**src/rtl/core/gcbs_pkg.sv**
```systemverilog
`timescale 1ns / 1ps
// ----------------------------------------------------------------------------
// gcbs_pkg: shared types and constants for the ghost cell boundary source
// Codes for faces, boundary kinds and fill actions, the configuration bundle
// and the entry format of the queue between the front and back parts.
// ----------------------------------------------------------------------------
package gcbs_pkg;

  // Grid extent limit; strides above it saturate
  localparam logic [8:0] MAX_EXTENT = 9'd256;

  // Queue between front and back
  localparam int QDEPTH = 4;
  localparam int QPTR_W = $clog2(QDEPTH);

  // Configuration register indexes
  localparam logic [2:0] REG_GRID_SIZE_X    = 3'd0;
  localparam logic [2:0] REG_GRID_SIZE_Y    = 3'd1;
  localparam logic [2:0] REG_FIRST_ACTIVE_X = 3'd2;
  localparam logic [2:0] REG_FIRST_ACTIVE_Y = 3'd3;
  localparam logic [2:0] REG_FIRST_ACTIVE_Z = 3'd4;
  localparam logic [2:0] REG_LAST_ACTIVE_X  = 3'd5;
  localparam logic [2:0] REG_LAST_ACTIVE_Y  = 3'd6;
  localparam logic [2:0] REG_LAST_ACTIVE_Z  = 3'd7;

  // Boundary kinds
  localparam logic [2:0] KIND_REFLECT  = 3'd0;
  localparam logic [2:0] KIND_OUTFLOW  = 3'd1;
  localparam logic [2:0] KIND_INFLOW   = 3'd2;
  localparam logic [2:0] KIND_PERIODIC = 3'd3;
  localparam logic [2:0] KIND_UNDEF    = 3'd4;

  // Face codes; bit 0 marks the high face, bits 2:1 give the axis
  localparam logic [2:0] FACE_X_LOW  = 3'd0;
  localparam logic [2:0] FACE_X_HIGH = 3'd1;
  localparam logic [2:0] FACE_Y_LOW  = 3'd2;
  localparam logic [2:0] FACE_Y_HIGH = 3'd3;
  localparam logic [2:0] FACE_Z_LOW  = 3'd4;
  localparam logic [2:0] FACE_Z_HIGH = 3'd5;

  // Field kinds
  localparam logic [1:0] FIELD_SCALAR = 2'd0;
  localparam logic [1:0] FIELD_VEL_X  = 2'd1;
  localparam logic [1:0] FIELD_VEL_Y  = 2'd2;
  localparam logic [1:0] FIELD_VEL_Z  = 2'd3;

  // Axis codes
  localparam logic [1:0] AXIS_X = 2'd0;
  localparam logic [1:0] AXIS_Y = 2'd1;
  localparam logic [1:0] AXIS_Z = 2'd2;

  // Fill actions
  localparam logic [1:0] ACT_LEAVE    = 2'd0;
  localparam logic [1:0] ACT_COPY     = 2'd1;
  localparam logic [1:0] ACT_COPY_NEG = 2'd2;
  localparam logic [1:0] ACT_INFLOW   = 2'd3;

  // Configuration bundle seen by the datapath
  typedef struct packed {
    logic [2:0][7:0] first_active;  // indexed by axis
    logic [2:0][7:0] last_active;   // indexed by axis
    logic [8:0]      stride_x;      // saturated grid_size_x
    logic [16:0]     stride_xy;     // stride_x * saturated grid_size_y
  } cfg_t;

  // One classified transaction waiting for address arithmetic
  typedef struct packed {
    logic [7:0]        tgt_x;
    logic [7:0]        tgt_y;
    logic [7:0]        tgt_z;
    logic signed [9:0] src_x;   // mirrored coordinates may go negative
    logic signed [9:0] src_y;
    logic signed [9:0] src_z;
    logic [1:0]        action;
    logic [31:0]       fill;
    logic              bad;
  } qent_t;

endpackage

```
**src/rtl/core/gcbs_regs.sv**
```systemverilog
`timescale 1ns / 1ps
// ----------------------------------------------------------------------------
// gcbs_regs: configuration register file
// APB-style write/read of the grid geometry, plus the saturated strides and
// the registered plane stride used by the address arithmetic.
// ----------------------------------------------------------------------------
module gcbs_regs (
  input  logic                clk,
  input  logic                rst_n,
  input  logic                psel,
  input  logic                penable,
  input  logic                pwrite,
  input  logic [4:0]          paddr,
  input  logic [31:0]         pwdata,
  output logic [31:0]         prdata,
  output logic                pready,
  output gcbs_pkg::cfg_t      cfg
);

  logic [8:0]      grid_size_x_r;
  logic [8:0]      grid_size_y_r;
  logic [2:0][7:0] first_active_r;
  logic [2:0][7:0] last_active_r;
  logic [16:0]     stride_xy_r;
  logic [16:0]     stride_xy_nxt;
  logic [8:0]      stride_x;
  logic [8:0]      stride_y;
  logic [2:0]      reg_idx;
  logic            wr_en;

  assign pready  = 1'b1;
  assign reg_idx = paddr[4:2];
  assign wr_en   = psel && penable && pwrite && pready;

  // Write registers on the access phase
  always_ff @(posedge clk) begin
    if (!rst_n) begin
      grid_size_x_r  <= 9'd1;
      grid_size_y_r  <= 9'd1;
      first_active_r <= '0;
      last_active_r  <= '0;
    end else if (wr_en) begin
      unique case (reg_idx)
        gcbs_pkg::REG_GRID_SIZE_X:    grid_size_x_r     <= pwdata[8:0];
        gcbs_pkg::REG_GRID_SIZE_Y:    grid_size_y_r     <= pwdata[8:0];
        gcbs_pkg::REG_FIRST_ACTIVE_X: first_active_r[0] <= pwdata[7:0];
        gcbs_pkg::REG_FIRST_ACTIVE_Y: first_active_r[1] <= pwdata[7:0];
        gcbs_pkg::REG_FIRST_ACTIVE_Z: first_active_r[2] <= pwdata[7:0];
        gcbs_pkg::REG_LAST_ACTIVE_X:  last_active_r[0]  <= pwdata[7:0];
        gcbs_pkg::REG_LAST_ACTIVE_Y:  last_active_r[1]  <= pwdata[7:0];
        gcbs_pkg::REG_LAST_ACTIVE_Z:  last_active_r[2]  <= pwdata[7:0];
        default: ;
      endcase
    end
  end

  // Read back the raw register values
  always_comb begin
    prdata = '0;
    unique case (reg_idx)
      gcbs_pkg::REG_GRID_SIZE_X:    prdata = {23'd0, grid_size_x_r};
      gcbs_pkg::REG_GRID_SIZE_Y:    prdata = {23'd0, grid_size_y_r};
      gcbs_pkg::REG_FIRST_ACTIVE_X: prdata = {24'd0, first_active_r[0]};
      gcbs_pkg::REG_FIRST_ACTIVE_Y: prdata = {24'd0, first_active_r[1]};
      gcbs_pkg::REG_FIRST_ACTIVE_Z: prdata = {24'd0, first_active_r[2]};
      gcbs_pkg::REG_LAST_ACTIVE_X:  prdata = {24'd0, last_active_r[0]};
      gcbs_pkg::REG_LAST_ACTIVE_Y:  prdata = {24'd0, last_active_r[1]};
      gcbs_pkg::REG_LAST_ACTIVE_Z:  prdata = {24'd0, last_active_r[2]};
      default: prdata = '0;
    endcase
  end

  // Saturate strides to the grid extent limit
  assign stride_x = (grid_size_x_r > gcbs_pkg::MAX_EXTENT) ? gcbs_pkg::MAX_EXTENT
                                                           : grid_size_x_r;
  assign stride_y = (grid_size_y_r > gcbs_pkg::MAX_EXTENT) ? gcbs_pkg::MAX_EXTENT
                                                           : grid_size_y_r;

  // Plane stride, refreshed every cycle
  assign stride_xy_nxt = {8'd0, stride_x} * {8'd0, stride_y};

  always_ff @(posedge clk) begin
    stride_xy_r <= stride_xy_nxt;
  end

  assign cfg.first_active = first_active_r;
  assign cfg.last_active  = last_active_r;
  assign cfg.stride_x     = stride_x;
  assign cfg.stride_xy    = stride_xy_r;

endmodule

```
**src/rtl/core/gcbs_front.sv**
```systemverilog
`timescale 1ns / 1ps
// ----------------------------------------------------------------------------
// gcbs_front: ghost cell classifier
// Decodes face and boundary kind, mirrors or clamps the source coordinate
// along the face axis and picks the fill action for each transaction.
// ----------------------------------------------------------------------------
module gcbs_front (
  input  logic                 in_valid,
  output logic                 in_ready,
  input  logic [7:0]           in_coord_x,
  input  logic [7:0]           in_coord_y,
  input  logic [7:0]           in_coord_z,
  input  logic [2:0]           in_face_id,
  input  logic [2:0]           in_boundary_kind,
  input  logic [31:0]          in_inflow_value,
  input  logic [1:0]           in_field_kind,
  input  gcbs_pkg::cfg_t       cfg,
  input  logic                 q_full,
  output logic                 q_push,
  output gcbs_pkg::qent_t      q_data
);

  logic              face_ok;
  logic              face_high;
  logic [1:0]        axis;
  logic [7:0]        first_sel;
  logic [7:0]        last_sel;
  logic [7:0]        coord_sel;
  logic signed [9:0] mirror;
  logic signed [9:0] clamp;
  logic signed [9:0] src_axis;

  assign in_ready  = !q_full;
  assign q_push    = in_valid && in_ready;
  assign face_ok   = (in_face_id <= gcbs_pkg::FACE_Z_HIGH);
  assign axis      = in_face_id[2:1];
  assign face_high = in_face_id[0];

  // Select the bounds and coordinate along the face axis
  always_comb begin
    first_sel = cfg.first_active[0];
    last_sel  = cfg.last_active[0];
    coord_sel = in_coord_x;
    unique case (axis)
      gcbs_pkg::AXIS_X: begin
        first_sel = cfg.first_active[0];
        last_sel  = cfg.last_active[0];
        coord_sel = in_coord_x;
      end
      gcbs_pkg::AXIS_Y: begin
        first_sel = cfg.first_active[1];
        last_sel  = cfg.last_active[1];
        coord_sel = in_coord_y;
      end
      gcbs_pkg::AXIS_Z: begin
        first_sel = cfg.first_active[2];
        last_sel  = cfg.last_active[2];
        coord_sel = in_coord_z;
      end
      default: ;
    endcase
  end

  // Mirror across the face (wraps as two's complement) or clamp to the edge
  assign mirror = face_high ? signed'({1'b0, last_sel, 1'b1} - {2'b00, coord_sel})
                            : signed'({1'b0, first_sel, 1'b0} - 10'd1
                                      - {2'b00, coord_sel});
  assign clamp  = face_high ? signed'({2'b00, last_sel}) : signed'({2'b00, first_sel});
  assign src_axis = (in_boundary_kind == gcbs_pkg::KIND_REFLECT) ? mirror : clamp;

  // Classify the transaction
  always_comb begin
    q_data.tgt_x  = in_coord_x;
    q_data.tgt_y  = in_coord_y;
    q_data.tgt_z  = in_coord_z;
    q_data.src_x  = signed'({2'b00, in_coord_x});
    q_data.src_y  = signed'({2'b00, in_coord_y});
    q_data.src_z  = signed'({2'b00, in_coord_z});
    q_data.action = gcbs_pkg::ACT_LEAVE;
    q_data.fill   = '0;
    q_data.bad    = 1'b0;
    if (in_boundary_kind > gcbs_pkg::KIND_UNDEF) begin
      q_data.bad = 1'b1;
    end else if (face_ok && (in_boundary_kind == gcbs_pkg::KIND_REFLECT ||
                             in_boundary_kind == gcbs_pkg::KIND_OUTFLOW)) begin
      unique case (axis)
        gcbs_pkg::AXIS_X: q_data.src_x = src_axis;
        gcbs_pkg::AXIS_Y: q_data.src_y = src_axis;
        gcbs_pkg::AXIS_Z: q_data.src_z = src_axis;
        default: ;
      endcase
      // On a reflecting face, negate the copy for the velocity component normal to it
      if (in_boundary_kind == gcbs_pkg::KIND_REFLECT &&
          in_field_kind == axis + 2'd1) begin
        q_data.action = gcbs_pkg::ACT_COPY_NEG;
      end else begin
        q_data.action = gcbs_pkg::ACT_COPY;
      end
    end else if (face_ok && in_boundary_kind == gcbs_pkg::KIND_INFLOW) begin
      q_data.action = gcbs_pkg::ACT_INFLOW;
      q_data.fill   = in_inflow_value;
    end
  end

endmodule

```
**src/rtl/core/gcbs_queue.sv**
```systemverilog
`timescale 1ns / 1ps
// ----------------------------------------------------------------------------
// gcbs_queue: short FIFO between classifier and address unit
// Lets the front keep accepting transactions while the back stalls.
// ----------------------------------------------------------------------------
module gcbs_queue (
  input  logic                 clk,
  input  logic                 rst_n,
  input  logic                 push,
  input  gcbs_pkg::qent_t      push_data,
  output logic                 full,
  input  logic                 pop,
  output logic                 not_empty,
  output gcbs_pkg::qent_t      pop_data
);

  gcbs_pkg::qent_t                 mem_r [gcbs_pkg::QDEPTH];
  logic [gcbs_pkg::QPTR_W-1:0]     wr_ptr_r;
  logic [gcbs_pkg::QPTR_W-1:0]     wr_ptr_nxt;
  logic [gcbs_pkg::QPTR_W-1:0]     rd_ptr_r;
  logic [gcbs_pkg::QPTR_W-1:0]     rd_ptr_nxt;
  logic [gcbs_pkg::QPTR_W:0]       count_r;
  logic [gcbs_pkg::QPTR_W:0]       count_nxt;

  assign full      = (count_r == (gcbs_pkg::QPTR_W+1)'(gcbs_pkg::QDEPTH));
  assign not_empty = (count_r != '0);
  assign pop_data  = mem_r[rd_ptr_r];

  // Advance pointers and occupancy
  always_comb begin
    wr_ptr_nxt = wr_ptr_r;
    rd_ptr_nxt = rd_ptr_r;
    count_nxt  = count_r;
    if (push) begin
      wr_ptr_nxt = wr_ptr_r + 1'b1;
    end
    if (pop) begin
      rd_ptr_nxt = rd_ptr_r + 1'b1;
    end
    if (push && !pop) begin
      count_nxt = count_r + 1'b1;
    end else if (pop && !push) begin
      count_nxt = count_r - 1'b1;
    end
  end

  always_ff @(posedge clk) begin
    if (!rst_n) begin
      wr_ptr_r <= '0;
      rd_ptr_r <= '0;
      count_r  <= '0;
    end else begin
      wr_ptr_r <= wr_ptr_nxt;
      rd_ptr_r <= rd_ptr_nxt;
      count_r  <= count_nxt;
    end
  end

  // Store entries
  always_ff @(posedge clk) begin
    if (push) begin
      mem_r[wr_ptr_r] <= push_data;
    end
  end

  // Checks
  a_no_push_full: assert property (@(posedge clk) disable iff (!rst_n)
    !(push && full))
    else $error("queue push while full");

  a_no_pop_empty: assert property (@(posedge clk) disable iff (!rst_n)
    !(pop && !not_empty))
    else $error("queue pop while empty");

  a_count_bound: assert property (@(posedge clk) disable iff (!rst_n)
    count_r <= (gcbs_pkg::QPTR_W+1)'(gcbs_pkg::QDEPTH))
    else $error("queue occupancy out of range");

  a_ptr_gap: assert property (@(posedge clk) disable iff (!rst_n)
    (count_r == '0) |-> (wr_ptr_r == rd_ptr_r))
    else $error("queue pointers disagree with empty count");

endmodule

```
**src/rtl/core/gcbs_back.sv**
```systemverilog
`timescale 1ns / 1ps
// ----------------------------------------------------------------------------
// gcbs_back: linear address unit
// Two-stage pipeline: stride multiplies, then the address sums into the
// output register. The pipeline advances whenever the output can move.
// ----------------------------------------------------------------------------
module gcbs_back (
  input  logic                 clk,
  input  logic                 rst_n,
  input  gcbs_pkg::cfg_t       cfg,
  input  logic                 q_not_empty,
  input  gcbs_pkg::qent_t      q_data,
  output logic                 q_pop,
  output logic                 out_valid,
  input  logic                 out_ready,
  output logic [23:0]          out_target_address,
  output logic [23:0]          out_source_address,
  output logic [1:0]           out_fill_action,
  output logic [31:0]          out_fill_value,
  output logic                 out_bad_kind
);

  // Stage 1: products
  logic        s1_valid_r;
  logic [7:0]  s1_tx_r;
  logic [23:0] s1_ty_r;
  logic [23:0] s1_tz_r;
  logic [23:0] s1_sx_r;
  logic [23:0] s1_sy_r;
  logic [23:0] s1_sz_r;
  logic [1:0]  s1_action_r;
  logic [31:0] s1_fill_r;
  logic        s1_bad_r;

  // Stage 2: output register
  logic        out_valid_r;
  logic [23:0] out_tgt_r;
  logic [23:0] out_src_r;
  logic [1:0]  out_action_r;
  logic [31:0] out_fill_r;
  logic        out_bad_r;

  logic        s2_load;
  logic        s1_load;
  logic [23:0] stride_x24;
  logic [23:0] stride_xy24;
  logic [23:0] src_addr_nxt;
  logic        is_copy;

  assign s2_load    = s1_valid_r && (!out_valid_r || out_ready);
  assign s1_load    = !s1_valid_r || s2_load;
  assign q_pop      = s1_load && q_not_empty;
  assign stride_x24  = {15'd0, cfg.stride_x};
  assign stride_xy24 = {7'd0, cfg.stride_xy};

  // Advance valid bits
  always_ff @(posedge clk) begin
    if (!rst_n) begin
      s1_valid_r  <= 1'b0;
      out_valid_r <= 1'b0;
    end else begin
      if (s1_load) begin
        s1_valid_r <= q_not_empty;
      end
      if (s2_load) begin
        out_valid_r <= 1'b1;
      end else if (out_ready) begin
        out_valid_r <= 1'b0;
      end
    end
  end

  // Multiply coordinates by strides, modulo 2^24
  always_ff @(posedge clk) begin
    if (q_pop) begin
      s1_tx_r     <= q_data.tgt_x;
      s1_ty_r     <= {16'd0, q_data.tgt_y} * stride_x24;
      s1_tz_r     <= {16'd0, q_data.tgt_z} * stride_xy24;
      s1_sx_r     <= {{14{q_data.src_x[9]}}, q_data.src_x};
      s1_sy_r     <= {{14{q_data.src_y[9]}}, q_data.src_y} * stride_x24;
      s1_sz_r     <= {{14{q_data.src_z[9]}}, q_data.src_z} * stride_xy24;
      s1_action_r <= q_data.action;
      s1_fill_r   <= q_data.fill;
      s1_bad_r    <= q_data.bad;
    end
  end

  // Sum the address terms; the source is zero unless copying
  assign is_copy      = (s1_action_r == gcbs_pkg::ACT_COPY) ||
                        (s1_action_r == gcbs_pkg::ACT_COPY_NEG);
  assign src_addr_nxt = is_copy ? (s1_sx_r + s1_sy_r + s1_sz_r) : 24'd0;

  always_ff @(posedge clk) begin
    if (s2_load) begin
      out_tgt_r    <= {16'd0, s1_tx_r} + s1_ty_r + s1_tz_r;
      out_src_r    <= src_addr_nxt;
      out_action_r <= s1_action_r;
      out_fill_r   <= s1_fill_r;
      out_bad_r    <= s1_bad_r;
    end
  end

  assign out_valid          = out_valid_r;
  assign out_target_address = out_tgt_r;
  assign out_source_address = out_src_r;
  assign out_fill_action    = out_action_r;
  assign out_fill_value     = out_fill_r;
  assign out_bad_kind       = out_bad_r;

  // Checks
  a_bad_leaves: assert property (@(posedge clk) disable iff (!rst_n)
    (out_valid_r && out_bad_r) |-> (out_action_r == gcbs_pkg::ACT_LEAVE))
    else $error("bad kind with a fill action");

  a_fill_only_inflow: assert property (@(posedge clk) disable iff (!rst_n)
    (out_valid_r && out_action_r != gcbs_pkg::ACT_INFLOW) |-> (out_fill_r == '0))
    else $error("fill value without inflow action");

  a_src_only_copy: assert property (@(posedge clk) disable iff (!rst_n)
    (out_valid_r && (out_action_r == gcbs_pkg::ACT_LEAVE ||
                     out_action_r == gcbs_pkg::ACT_INFLOW)) |-> (out_src_r == '0))
    else $error("source address without copy action");

  a_stage_moves: assert property (@(posedge clk) disable iff (!rst_n)
    (s1_valid_r && !out_valid_r) |=> out_valid_r)
    else $error("stage 1 transaction did not reach the output");

endmodule

```
**src/rtl/core/ghost_cell_boundary_source.sv**
```systemverilog
`timescale 1ns / 1ps
// ----------------------------------------------------------------------------
// ghost_cell_boundary_source: ghost zone boundary fill address source
// Turns one ghost cell per transaction into its linear address, the source
// address to copy from and the fill action for its boundary kind.
// ----------------------------------------------------------------------------
//  Channel  Direction  Handshake           Payload
//  in_      input      in_valid/in_ready   coords, face, kind, inflow, field
//  out_     output     out_valid/out_ready addresses, action, fill, bad flag
//  config   input      psel/penable/pready 8 geometry registers at 4*i
//
//  One transaction per cycle sustained while the output is not stalled;
//  each passes the queue, multiply and sum stages into the output register.
//  A four-entry queue lets the input keep accepting while the output stalls;
//  in_ready drops only when that queue is full.
//  rst_n is synchronous; no clearing pass.
// ----------------------------------------------------------------------------
module ghost_cell_boundary_source (
  input  logic        clk,
  input  logic        rst_n,
  // input channel
  input  logic        in_valid,
  output logic        in_ready,
  input  logic [7:0]  in_coord_x,
  input  logic [7:0]  in_coord_y,
  input  logic [7:0]  in_coord_z,
  input  logic [2:0]  in_face_id,
  input  logic [2:0]  in_boundary_kind,
  input  logic [31:0] in_inflow_value,
  input  logic [1:0]  in_field_kind,
  // result channel
  output logic        out_valid,
  input  logic        out_ready,
  output logic [23:0] out_target_address,
  output logic [23:0] out_source_address,
  output logic [1:0]  out_fill_action,
  output logic [31:0] out_fill_value,
  output logic        out_bad_kind,
  // configuration port
  input  logic        psel,
  input  logic        penable,
  input  logic        pwrite,
  input  logic [4:0]  paddr,
  input  logic [31:0] pwdata,
  output logic [31:0] prdata,
  output logic        pready
);

  gcbs_pkg::cfg_t  cfg;
  gcbs_pkg::qent_t q_wdata;
  gcbs_pkg::qent_t q_rdata;
  logic            q_push;
  logic            q_pop;
  logic            q_full;
  logic            q_not_empty;

  // Geometry registers
  gcbs_regs u_regs (
    .clk     (clk),
    .rst_n   (rst_n),
    .psel    (psel),
    .penable (penable),
    .pwrite  (pwrite),
    .paddr   (paddr),
    .pwdata  (pwdata),
    .prdata  (prdata),
    .pready  (pready),
    .cfg     (cfg)
  );

  // Classify incoming transactions
  gcbs_front u_front (
    .in_valid         (in_valid),
    .in_ready         (in_ready),
    .in_coord_x       (in_coord_x),
    .in_coord_y       (in_coord_y),
    .in_coord_z       (in_coord_z),
    .in_face_id       (in_face_id),
    .in_boundary_kind (in_boundary_kind),
    .in_inflow_value  (in_inflow_value),
    .in_field_kind    (in_field_kind),
    .cfg              (cfg),
    .q_full           (q_full),
    .q_push           (q_push),
    .q_data           (q_wdata)
  );

  // Decouple front and back
  gcbs_queue u_queue (
    .clk       (clk),
    .rst_n     (rst_n),
    .push      (q_push),
    .push_data (q_wdata),
    .full      (q_full),
    .pop       (q_pop),
    .not_empty (q_not_empty),
    .pop_data  (q_rdata)
  );

  // Address arithmetic and output register
  gcbs_back u_back (
    .clk                (clk),
    .rst_n              (rst_n),
    .cfg                (cfg),
    .q_not_empty        (q_not_empty),
    .q_data             (q_rdata),
    .q_pop              (q_pop),
    .out_valid          (out_valid),
    .out_ready          (out_ready),
    .out_target_address (out_target_address),
    .out_source_address (out_source_address),
    .out_fill_action    (out_fill_action),
    .out_fill_value     (out_fill_value),
    .out_bad_kind       (out_bad_kind)
  );

endmodule

```
**config.mk**
```make
export PLATFORM = sky130hd
export DESIGN_NAME = ghost_cell_boundary_source
export DESIGN_NICKNAME = d
export VERILOG_FILES = /design/src/rtl/core/gcbs_pkg.sv /design/src/rtl/core/gcbs_regs.sv /design/src/rtl/core/gcbs_front.sv /design/src/rtl/core/gcbs_queue.sv /design/src/rtl/core/gcbs_back.sv /design/src/rtl/core/ghost_cell_boundary_source.sv
export SDC_FILE = /design/constraint.sdc
export NUM_CORES = 2
export LEC_CHECK = 0
export BUFFER_PORTS_ARGS = -buffer_cell sky130_fd_sc_hd__buf_2
export CORE_MARGIN = 4
export CORE_UTILIZATION = 40
export CTS_CLUSTER_DIAMETER = 80
export DETAILED_ROUTE_END_ITERATION = 8
export PLACE_DENSITY = 0.63
export SLEW_MARGIN = 30
export SYNTH_ARGS = -nofsm -noshare
export SYNTH_HDL_FRONTEND = slang
export SYNTH_SLANG_ARGS = --single-unit
```
**constraint.sdc**
```tcl
create_clock -name clk -period 12.6 [get_ports clk]
set_clock_uncertainty 0.15 [all_clocks]
set_input_delay 1.89 -clock clk [delete_from_list [all_inputs] [get_ports clk]]
set_output_delay 1.89 -clock clk [all_outputs]
set_load 0.005 [all_outputs]
```
==> results.ini <==
[detailed_routing]
wirelength_um=108200
met1_length_um=47660
vias=28490
highest_layer=met5
first_pass_iters=5
ant_nets=0
viasPerCell=5.128
remaining_drc_errors=0
drtIter0Drc=2082
dr_wl_met2_um=50620
routed-wl-met3_um=7185
wl_per_cell_um=19.47

[logic_synthesis]
synth_area_sq_um=45670
ys_seq_elements=671
synth_edf_count=577
ys_seq_area_share_pct=42.06
avgSynthCellArea_sq_um=11.91
async_flop_share_pct=0
yosysUniqueCellTypes=83
synth_ff_type=edfxtp_1
yosysWarnings=0
synthCells=3835

[worst_hold_path]
hp-class=reg2reg

[layout]
fillers=10390
area_growth_pct=10.94
seq_area_sq_um=19220
fin_nets=4794
multi_input_area_sq_um=23970
final_cell_area_sq_um=50670
final_layout_size_suffix_gt1_share_pct=11.71

[floorplan]
core_area_sq_um=113000
start_util_pct=40.43
dieArea_sq_um=119600
die_w_um=345.9
num_rows=123
fp.dieH_um=345.9
io_pins=226

[placed_design]
gp_congestion=0.8668
place_area_sq_um=48130
place_hpwl_um=77360
dp_slack_ns=5.121
io_buffers=176

[timing]
timing.final.ws_setup_ns=5.142
holdWs_ns=0.2593
finalCriticalPeriod_ns=7.458
setup_tns_ns=0
rsz0062_at_grt=no
post-route-period-util_pct=59.19
setup_viol=0
hold_viol_final=0
worst_slew_pin_slew_ns=1.010
clock.fmax_mhz=134.1
slew_violations=0
maxSlewHeadroom_pct=31.99

[cts]
cts_resized=0
clock_path_buffers=3
clock-root-buffer=clkbuf_16
ctsHtreeMaxLevel=3
cts_tree=done
clock-sinks=671
numCtsBuffers=75
cts.clk_slew.worst_paths_ns=0.06
postCtsHoldBufs=0
clk_latency_ns=0.66
postCtsSetupRepairBufs=0

[global_routing]
grt_pass1_vias=29470
grt.overflow.total=0
grt_usage_pct=18.29
grt_max_degree=142
antenna_found_initial=20
grt_pass1_wl_um=170900

[pwr]
leakagePower_nw=20.70
finalPower_mw=9.771
peakVddDrop_uv=328.4
powerDensity_nw_per_um2=192.8
switchingPower_mw=3.630
sequentialPowerShare_pct=35.6
p_comb_share_pct=42.1
internal-power_mw=6.141
swShare_pct=37.15
p_clk_share_pct=22.3

[worst_setup_path]
critical_path_class=reg2reg
endpoint_kind=register
timing.rr.end=u_back.s1_sz_r[22]$_DFFE_PP_
critPathMaxFanout=37
arrival_ns=7.69
startpoint_type=register
r2r_cells=20
rrSetupSlack_ns=5.14
required_ns=12.83
crit_end=u_back.s1_sz_r[22]$_DFFE_PP_

[status]
outcome=finished clean

[job]
drv_cap=0

==> per-layer routing <==
| layer | track usage (%) | up-vias |
|---|---|---|
| met2 | 29.73 | 776 |
| met4 | 5.116 | 6 |
| met1 | 25.16 | 14410 |
| met5 | 0 | - |
| li1 | - | 13170 |
| met3 | 3.553 | 133 |
==> through the flow <==
stage	instances	util [%]
finish	5555	44.85
global route	5548	44.84
detailed placement	5403	42.61
floorplan	3857	-
global placement	5403	42.58
CTS	5540	44.80
==> worst min path at each step <==
stage               slack [ns]  depth (start not counted)                      startpoint                             endpoint
floorplan                 0.25                          0       u_back.s1_bad_r$_DFFE_PP_        u_back.out_bad_kind$_DFFE_PP_
global placement          0.25                          0  u_back.s1_fill_r[28]$_DFFE_PP_  u_back.out_fill_value[28]$_DFFE_PP_
detailed placement        0.25                          0  u_back.s1_fill_r[10]$_DFFE_PP_  u_back.out_fill_value[10]$_DFFE_PP_
CTS                       0.26                          0   u_back.s1_fill_r[9]$_DFFE_PP_   u_back.out_fill_value[9]$_DFFE_PP_
global route              0.27                          0  u_back.s1_fill_r[10]$_DFFE_PP_  u_back.out_fill_value[10]$_DFFE_PP_
finish                    0.26                          0   u_back.s1_fill_r[9]$_DFFE_PP_   u_back.out_fill_value[9]$_DFFE_PP_
==> cell type report <==
class / instances / share of cell area [%]
Tap cell: 1500 / 3.704
Sequential cell: 671 / 37.93
Multi-Input combinational cell: 2503 / 47.30
Clock buffer: 93 / 4.003
Clock inverter: 44 / 0.8841
Timing Repair Buffer: 208 / 2.237
Inverter: 521 / 3.860
Antenna cell: 15 / 0.07409
==> cells in the final DEF (no fill, tap or decap), drive strengths merged, types with 25 or more instances in the layout <==
master	n
a22oi	25
inv	526
mux4	85
edfxtp	577
a21oi	101
nor2	214
and2	167
o21ai	87
buf	208
nand2	390
nand2b	30
clkinv	31
fa	414
xnor2	116
clkbuf	93
and3	48
a21o	35
dfxtp	94
o21a	29
nor3	37
xor2	34
nor2b	100
ha	292
mux2i	81
nand3	28
==> critical path, stage by stage, from the launching register on <==
cell	delay, ns
dfxtp_4	0.71
buf_4	0.65
mux4_2	0.82
nand2_1	0.18
fa_1	0.47
fa_1	0.52
inv_1	0.05
fa_1	0.51
fa_1	0.51
inv_1	0.05
fa_1	0.49
inv_1	0.05
ha_1	0.36
a21o_1	0.19
a21o_1	0.17
a21oi_1	0.26
o22ai_1	0.17
o31a_1	0.35
a21o_1	0.20
a21oi_1	0.17
xnor2_1	0.07
==> cells by family (layout without fill, tap and decap cells) <==
| group | count (synthesis) | count (layout) | share of synthesized area, % |
|---|---|---|---|
| compound gates | 376 | 376 | 5.397 |
| mux | 188 | 188 | 6.509 |
| simple gates | 1059 | 1059 | 11.13 |
| fa+ha+maj | 706 | 706 | 26.15 |
| buf+inv | 683 | 866 | 5.868 |
| xor+xnor | 150 | 150 | 2.877 |
| other cells | 2 | 39 | 0.01644 |
| flops | 671 | 671 | 42.06 |
==> power groups by stage <==
stage / logic (mW) / clock network [mW] / registers [mW]
2_1_floorplan: 3.03 / 0 / 3.48
3_3_place_gp: 4.11 / 0 / 3.51
3_5_place_dp: 4.15 / 0 / 3.53
4_1_cts: 4.19 / 2.23 / 3.48
5_1_grt: 4.64 / 2.33 / 3.53
6_report: 4.12 / 2.18 / 3.47
==> state kept, by name (all words and copies together) (netlist names), 24 cells and up, named ones only <==
signal,flops
u_queue.mem_r,356
u_regs.cfg,48
u_back.out_fill_value,32
u_back.s1_fill_r,32
u_back.out_source_address,24
u_back.out_target_address,24
u_back.s1_sz_r,24
u_back.s1_tz_r,24
==> cells in the mapped netlist, drive strengths merged, types with 87 or more instances <==
cell type	count	area (sq um)
clkbuf	109	412.9
nor2	214	805.8
o21ai	87	442.9
ha	292	3654
xnor2	116	1016
nand2	390	1464
fa	414	8288
and2	167	1045
dfxtp	94	1882
a21oi	101	513.0
nor2b	100	625.6
inv	519	1948
edfxtp	577	17330
Note: power is estimated with default switching activity, not from simulation.
